$ cat src/ptw_pkg.sv
package ptw_pkg;

  localparam int unsigned VA_W            = 48;
  localparam int unsigned PA_W            = 48;
  localparam int unsigned DESC_W          = 64;
  localparam int unsigned IDX_W           = 9;
  localparam int unsigned OFS_W           = 12;
  localparam int unsigned LVL_W           = 2;
  localparam int unsigned WI_W            = 16;
  localparam int unsigned CFG_AW          = 5;
  localparam int unsigned REG_LSB         = 3;
  localparam int unsigned TABLE_WORDS_DEF = 65536;

  localparam logic [LVL_W-1:0] FIRST_LEVEL = 2'd0;
  localparam logic [LVL_W-1:0] LAST_LEVEL  = 2'd3;
  localparam logic [1:0]       DESC_TABLE  = 2'b11;
  localparam logic             REQ_TRANSLATE = 1'b1;

  typedef enum logic [1:0] {
    ST_OK      = 2'd0,
    ST_INVALID = 2'd1,
    ST_WINDOW  = 2'd2
  } status_t;

  typedef enum logic [1:0] {
    REG_ROOT   = 2'd0,
    REG_WINDOW = 2'd1,
    REG_OFFSET = 2'd2
  } reg_idx_t;

  typedef enum logic [1:0] {
    WS_IDLE,
    WS_READ,
    WS_DONE
  } walk_state_t;

  typedef struct packed {
    logic              walk;
    logic [WI_W-1:0]   word_index;
    logic [DESC_W-1:0] data;
    logic [VA_W-1:0]   va;
  } ptw_op_t;

  typedef struct packed {
    status_t           status;
    logic [LVL_W-1:0]  level;
    logic [DESC_W-1:0] addr;
  } ptw_res_t;

  // Table index used at a given walk level
  function automatic logic [IDX_W-1:0] level_index(input logic [VA_W-1:0] va,
                                                   input logic [LVL_W-1:0] lvl);
    logic [IDX_W-1:0] idx;
    case (lvl)
      2'd0:    idx = va[47:39];
      2'd1:    idx = va[38:30];
      2'd2:    idx = va[29:21];
      default: idx = va[20:12];
    endcase
    return idx;
  endfunction

endpackage

$ cat src/ptw_front.sv
module ptw_front import ptw_pkg::*; #(
  parameter int unsigned TABLE_WORDS = TABLE_WORDS_DEF
) (
  input  logic              clk,
  input  logic              rst_n,
  input  logic              push,
  output logic              full,
  input  logic              in_req_type,
  input  logic [WI_W-1:0]   in_word_index,
  input  logic [DESC_W-1:0] in_write_data,
  input  logic [VA_W-1:0]   in_virt_addr,
  output ptw_op_t           head,
  output logic              head_valid,
  input  logic              head_pop
);

  localparam int unsigned DEPTH = 2;
  localparam int unsigned PTR_W = $clog2(DEPTH);
  localparam int unsigned CNT_W = $clog2(DEPTH + 1);

  ptw_op_t          q_r [DEPTH];
  logic [PTR_W-1:0] wr_ptr_r, wr_ptr_nxt;
  logic [PTR_W-1:0] rd_ptr_r, rd_ptr_nxt;
  logic [CNT_W-1:0] count_r, count_nxt;

  ptw_op_t op_in;
  logic    in_range;
  logic    enq;
  logic    deq;

  assign full       = (count_r == CNT_W'(DEPTH));
  assign head_valid = (count_r != '0);
  assign head       = q_r[rd_ptr_r];

  // Classify: writes beyond the table are dropped here and never queued
  always_comb begin
    in_range         = (32'(in_word_index) < TABLE_WORDS);
    op_in.walk       = (in_req_type == REQ_TRANSLATE);
    op_in.word_index = in_word_index;
    op_in.data       = in_write_data;
    op_in.va         = in_virt_addr;
    enq              = push && !full && (op_in.walk || in_range);
    deq              = head_pop && head_valid;
  end

  always_comb begin
    wr_ptr_nxt = enq ? wr_ptr_r + 1'b1 : wr_ptr_r;
    rd_ptr_nxt = deq ? rd_ptr_r + 1'b1 : rd_ptr_r;
    case ({enq, deq})
      2'b10:   count_nxt = count_r + 1'b1;
      2'b01:   count_nxt = count_r - 1'b1;
      default: count_nxt = count_r;
    endcase
  end

  always_ff @(posedge clk) begin
    if (!rst_n) begin
      wr_ptr_r <= '0;
      rd_ptr_r <= '0;
      count_r  <= '0;
    end else begin
      wr_ptr_r <= wr_ptr_nxt;
      rd_ptr_r <= rd_ptr_nxt;
      count_r  <= count_nxt;
    end
  end

  always_ff @(posedge clk) begin
    if (enq) begin
      q_r[wr_ptr_r] <= op_in;
    end
  end

endmodule

$ cat config.mk
export PLATFORM = sky130hd
export DESIGN_NAME = ptw_front
export DESIGN_NICKNAME = d
export VERILOG_FILES = /design/src/ptw_pkg.sv /design/src/ptw_front.sv
export SDC_FILE = /design/constraint.sdc
export NUM_CORES = 1
export LEC_CHECK = 0
export ABC_AREA = 1
export BUFFER_PORTS_ARGS = -buffer_cell sky130_fd_sc_hd__buf_4
export CAP_MARGIN = 0
export CORE_AREA = 10 10 129 177
export CTS_CLUSTER_SIZE = 20
export DETAILED_ROUTE_END_ITERATION = 16
export DIE_AREA = 0 0 139 187
export HOLD_SLACK_MARGIN = 0.15
export PLACE_DENSITY = 0.76
export SKIP_LAST_GASP = 1
export SLEW_MARGIN = 40
export SYNTH_ARGS = -nofsm -noshare
export SYNTH_HDL_FRONTEND = slang
export SYNTH_SLANG_ARGS = --single-unit
$ cat constraint.sdc
create_clock -name clk -period 8.2 [get_ports clk]
set_input_delay 0.82 -clock clk [delete_from_list [all_inputs] [get_ports clk]]
set_output_delay 0.82 -clock clk [all_outputs]
set_load 0.02 [all_outputs]
==> reports/metrics.csv, run 1 <==
metric,value,unit
Yosys top cell area share,80.75,%
HPWL after DPL,14690,um
IO Pins,264,
die height,187,um
share of layout cells above drive strength 1,58.70,%
Hold Worst Slack,0.5036,ns
total CTS buffers,25,
Initial DRT Pass Iterations,4,
clk_lat worst skew,0.50,ns
TritonCTS clock tree,done,
DRT iter0 DRCs,282,
worst path required time,7.38,ns
setup ws final,4.859,ns
H-tree depth,1,
largest net degree at the start of global routing,76,
"area leader, netlist",edfxtp_1,
Leakage,0.004676,uW
final setup vio count,0,
crit-path cells,buf_12 -> buf_6 -> mux2_2 -> buf_4,
"Data arrival, critical path",2.52,ns
CP Class,reg -> out,
crit path capture type,output port,
initial antenna violation count,2,
pre-CTS setup slack,4.990,ns
CTS root buf,clkbuf_16,
Period minus WS final,3.341,ns
Vias,4992,
gp weighted congestion,0.7355,
die span in x,139,um
Hold Path Class,in -> reg,
Rel. slew slack,49.83,%
row count,61,
WP buf/inv,3,
post-synth net total,573,
Bufs on Longest Clock Path,3,
# port buffers,263,
total gr overflow,0,
maximum vdd drop,0.1918,mV
DR vias/cell,5.048,
PostCTS Resize Cnt,0,
post-route ant nets,0,
CP peak stage delay,0.54,ns
cell count after synthesis,439,
vias in the first global route,5471,
P per Cell Area,279.8,nW/um^2
max frequency,299.3,MHz
Die Footprint,25990,um^2
dominant cells by area after synthesis,"edfxtp_1 81%, mux2_2 15%, buf_6 1.5%",
"Hold-fix buffers, CTS",0,
setup TNS,0,ns
Worst-path clk slew,0.06,ns
RSZ-0062 raised after global routing,no,
status,finished clean,
Placeable Area,19690,um^2
"Hold Vio Cnt, Final",0,
"Seq/Total Area, Yosys",81.79,%
DRC viols,0,
initial cell density of the core,48.72,%
Crit Path Max Fanout,68,
Ys Warns,0,
CP top delay family,buffers and inverters,
clk_skew,0.007940,ns
Tcrit/Tclk final,40.74,%
WL/cell,20.81,um
first-pass GRT wire length,31120,um
slew of the pin with the lowest slew margin,0.7525,ns
Layout area overhead,30.71,%
Routed Wire Length,20590,um
Total GRT Usage,15.03,%
Yosys cell types,14,
Post-CTS Setup Bufs,0,
startpoint types,register,
Yosys reg bits,263,
clk sinks,263,
slowest library cell on the worst path,buf_6,
max cap viols,0,
syn_area_per_cell,21.85,um^2
"Cell Area, Synth",9594,um^2
nets,856,
Pins Over Slew Limit,0,
[cell type report]
class / count / area, um^2
Clock buffer: 28 / 636.9
Multi-Input combinational cell: 155 / 1577
Sequential cell: 263 / 7851
Inverter: 7 / 28.78
Antenna cell: 1 / 2.502
Fill cell: 1403 / 7151
Clock inverter: 13 / 55.05
Tap cell: 252 / 315.3
Timing Repair Buffer: 270 / 2074
[cells in the mapped netlist]
| library cell | n |
|---|---|
| ha_1 | 1 |
| buf_2 | 1 |
| inv_1 | 7 |
| nand4_1 | 1 |
| a21oi_1 | 1 |
| buf_6 | 13 |
| o21ai_0 | 1 |
| mux2_2 | 129 |
| edfxtp_1 | 258 |
| nand3_1 | 1 |
| nand2_1 | 8 |
| o21a_1 | 1 |
| dfxtp_1 | 5 |
| nor2_1 | 12 |
[registers in the layout (all words and copies together), names as in the netlist, named ones only]
name and count:
q_r 258, count_r 2, rd_ptr_r 1, wr_ptr_r 1
[power by group]
group | switching (uW) | internal [uW] | leakage, uW | total (uW)
combinational | 461 | 378 | 0.00188 | 839
clock | 433 | 550 | 0.000344 | 983
sequential | 42.1 | 1650 | 0.00245 | 1690
[path summary, 6_finish.rpt]
path,startpoint,to,slack [ns],cells past startpoint
max reg2reg,count_r[0]$_SDFFE_PN0P_,q_r[1][63]$_DFFE_PP_,5.70,5
max,register,head[97],4.86,4
min,in_write_data[61],q_r[1][109]$_DFFE_PP_,0.50,1
min reg2reg,rd_ptr_r$_SDFFE_PN0P_,rd_ptr_r$_SDFFE_PN0P_,0.53,2
[per-layer routing]
layer  wire (um)  track usage [%]  vias to the layer above
met1        7126            15.68                     2494
li1            -                -                     2285
met4         299            3.379                        2
met5           9                0                        -
met3        1565            5.030                       26
met2       11590            28.25                      185
[worst register-to-register path: stages, from the launching register on]
cell	delay (ns)
dfxtp_1	0.41
nor2_1	0.11
nor2_1	0.17
nand2_1	0.14
inv_4	0.55
buf_6	0.66
[per-stage QoR]
step	std cells	utilization [%]	power (uW)	area, um^2
2_1_floorplan	439	-	2230	9594
3_3_place_gp	944	59.80	2529	11780
3_5_place_dp	946	60.04	2562	11820
4_1_cts	987	63.55	3553	12510
5_1_grt	988	63.67	3661	12540
6_report	989	63.69	3509	12540
[cells by family after synthesis]
kind of cell,count (synthesis),share of synthesized area (%)
flip-flops,263,81.79
buffers and inverters,21,1.852
adder cells (fa/ha/maj),1,0.1304
AO/OA/AOI/OAI,3,0.1825
multiplexers,129,15.14
AND/OR/NAND/NOR,22,0.8998
[layout by cell type, fill, tap and decap left out]
| master | netlist | routed |
|---|---|---|
| edfxtp_1 | 258 | 258 |
| nand2_1 | 8 | 8 |
| diode_2 | 0 | 1 |
| o21a_1 | 1 | 1 |
| clkbuf_16 | 0 | 25 |
| buf_8 | 0 | 1 |
| buf_16 | 0 | 1 |
| ha_1 | 1 | 1 |
| a21oi_1 | 1 | 1 |
| clkinv_2 | 0 | 5 |
| mux2_2 | 129 | 129 |
| buf_12 | 0 | 1 |
| buf_4 | 0 | 265 |
| inv_1 | 7 | 6 |
| nand4_1 | 1 | 1 |
| nor2_4 | 0 | 1 |
| inv_4 | 0 | 1 |
| buf_6 | 13 | 2 |
| nor2_1 | 12 | 11 |
| clkbuf_1 | 0 | 3 |
| nand3_1 | 1 | 1 |
| clkinv_1 | 0 | 8 |
| o21ai_0 | 1 | 1 |
| dfxtp_4 | 0 | 1 |
| dfxtp_1 | 5 | 4 |
Power figures use the tool's default switching activity.
==> run 2: changes to the inputs <==
Settings changed: ABC_AREA 1 to 0, CORE_AREA 10 10 129 177 to 10 10 128 177, DIE_AREA 0 0 139 187 to 0 0 138 187.
Clock period 8.2 ns to 3.2 ns, I/O delays scaled along.
==> run 2 against run 1 <==
Compared with the run above: routed wire length is 13% higher; sequential share of layout area is 6.2 points lower; critical path type unchanged; largest cell class unchanged; clock-buffer cell count is 8 higher; clock power grew to 2.9 times the previous value; combinational power grew to 4.1 times the previous value.
==> reports/metrics.csv, run 2 <==
metric,value,unit
Crit Path Max Fanout,34,
Yosys cell types,19,
dominant cells by area after synthesis,"edfxtp_1 81%, mux2_2 15%, dfxtp_1 1.1%",
status,finished clean,
Largest register FFs,258,
Total Power,10780,uW
Placeable Area,19540,um^2
die span in x,138,um
clk_lat worst skew,0.50,ns
Bufs on Longest Clock Path,3,
# port buffers,263,
"most common cell after layout, fill and taps aside",buf_4,
"Hold Vio Cnt, Final",0,
nets,971,
Largest regs,"q_r (258), count_r (2)",
DRT iter0 DRCs,269,
"EDFF count, synth",258,
Worst-path clk slew,0.06,ns
placed cell count,933,
"area leader, netlist",edfxtp_1,
max cap viols,0,
maximum vdd drop,0.7351,mV
total gr overflow,0,
final setup vio count,0,
"Hold-fix buffers, CTS",130,
max frequency,387.1,MHz
Yosys reg bits,263,
Leakage,0.005211,uW
fillcell total,1194,
Layout area overhead,46.32,%
Total GRT Usage,16.96,%
vias in the first global route,6172,
Rel. slew slack,51.15,%
CP Class,reg -> out,
gp weighted congestion,0.7950,
worst path required time,2.88,ns
initial antenna violation count,4,
"Seq/Total Area, Yosys",82.50,%
total CTS buffers,24,
clk sinks,263,
setup ws final,0.6170,ns
met1 Resource Use GR,16.84,%
Initial DRT Pass Iterations,4,
non-filler instance count after layout,1112,
initial cell density of the core,48.68,%
DP Area,11820,um^2
PostCTS Resize Cnt,0,
crit path capture type,output port,
final instance area,13920,um^2
DRC viols,0,
Vias,5454,
HPWL after DPL,14960,um
GR Util met3,3.379,%
startpoint types,register,
r2r setup slk,1.08,ns
Tcrit/Tclk final,80.72,%
setup TNS,0,ns
die height,187,um
RSZ-0062 raised after global routing,no,
Ys Warns,0,
TritonCTS clock tree,done,
Hold Path Class,in -> reg,
Post-CTS Setup Bufs,0,
"Cell Area, Synth",9512,um^2
largest net degree at the start of global routing,130,
DR vias/cell,4.905,
grt met2 use,32.57,%
post-route ant nets,0,
share of layout cells above drive strength 1,50.99,%
Synth async-reset ratio,0,%
cell count after synthesis,427,
"Data arrival, critical path",2.26,ns
clk_skew,0.01425,ns
Pins Over Slew Limit,0,
WL/cell,20.90,um
post-synth net total,561,
P per Cell Area,774.5,nW/um^2
Die Footprint,25810,um^2
first-pass GRT wire length,35020,um
most numerous cell in the Yosys netlist,edfxtp_1,
Period minus WS final,2.583,ns
IO Pins,264,
H-tree depth,1,
syn_area_per_cell,22.28,um^2
Routed Wire Length,23240,um
Yosys top cell area share,81.45,%
"commonest cells after routing, fill and taps aside","265 x buf_4, 258 x edfxtp_1, 130 x dlygate4sd3_1, 129 x mux2_2, 25 x clkbuf_16",
Reg with most FFs,q_r,
GR peak layer,met2,
row count,61,
pre-CTS setup slack,1.127,ns
slew of the pin with the lowest slew margin,0.7327,ns
"Top FF cell, synth",edfxtp_1,
Synth top cells by count,"258 x edfxtp_1, 129 x mux2_2, 13 x buf_2",
CTS root buf,clkbuf_16,
## run 2: changes by cell type in the layout (fill, tap and decap cells not counted), moves of 3 or more
cell / before / now
diode_2: 1 / 5
dlygate4sd3_1: 0 / 130
clkinv_1: 8 / 3
nand2_1: 8 / 1
clkinv_2: 5 / 2
xnor2_1: 0 / 3
nor2_1: 11 / 0
clkbuf_1: 3 / 8
inv_1: 6 / 1
clkbuf_8: 0 / 3
## run 2: worst paths after layout
path,cells after the start,start,end
hold reg to reg,2,wr_ptr_r$_SDFFE_PN0P_,wr_ptr_r$_SDFFE_PN0P_
setup / recovery,3,register,head[68]
hold / removal,4,push,wr_ptr_r$_SDFFE_PN0P_
setup reg to reg,5,count_r[0]$_SDFFE_PN0P_,q_r[0][2]$_DFFE_PP_
## run 2: final cells by class
| class | count | area [um^2] | area share (%) |
|---|---|---|---|
| sequential | 263 | 7851 | 56.41 |
| timing repair buffer | 398 | 3351 | 24.08 |
| multi-input combinational | 147 | 1585 | 11.39 |
| clock buffer | 36 | 696.9 | 5.008 |
| tap | 252 | 315.3 | 2.266 |
| clock inverter | 8 | 90.09 | 0.6473 |
| inverter | 3 | 15.01 | 0.1079 |
| antenna | 5 | 12.51 | 0.08990 |
## run 2: metrics by stage
stage | utilization [%] | hold WS (ns)
final | 71.23 | 0.2086
after global routing | 71.22 | 0.2411
after CTS | 71.16 | 0.1878
after detailed placement | 60.48 | 0.4953
after global placement | 60.48 | 0.4741
after floorplan | - | 0.4189
## run 2: kinds of logic (layout without fill, tap and decap cells)
family                     Yosys count  after routing  share of synthesized area [%]
adders and majority gates            1              1                         0.1315
muxes                              129            129                          15.27
and+or+nand+nor                      9              9                         0.5920
xor gates and xnor gates             3              3                         0.2763
DFF                                263            263                          82.50
other                                0              5                              0
AOI/OAI and AO/OA                    5              5                         0.3420
buffers and inverters               17            445                         0.8813
## run 2: worst max-delay path, cell delays in order (launching register included)
cell and delay, ns:
dfxtp_4 0.66, buf_4 0.49, mux2_2 0.41, buf_4 0.16
## run 2: power by group
part / internal (uW) / switching, uW / leakage, uW
Combinational: 1590 / 1830 / 0.00237
Sequential: 4350 / 188 / 0.00246
Clock: 1670 / 1150 / 0.000384
Total: 7610 / 3170 / 0.00521
## run 2: layer usage
layer	vias to the layer above	part of all wire (%)	routed length, um
met5	-	0	0
met4	0	4.1	964
met1	2709	34	7857
li1	2515	-	-
met2	180	57	13330
met3	50	4.7	1086
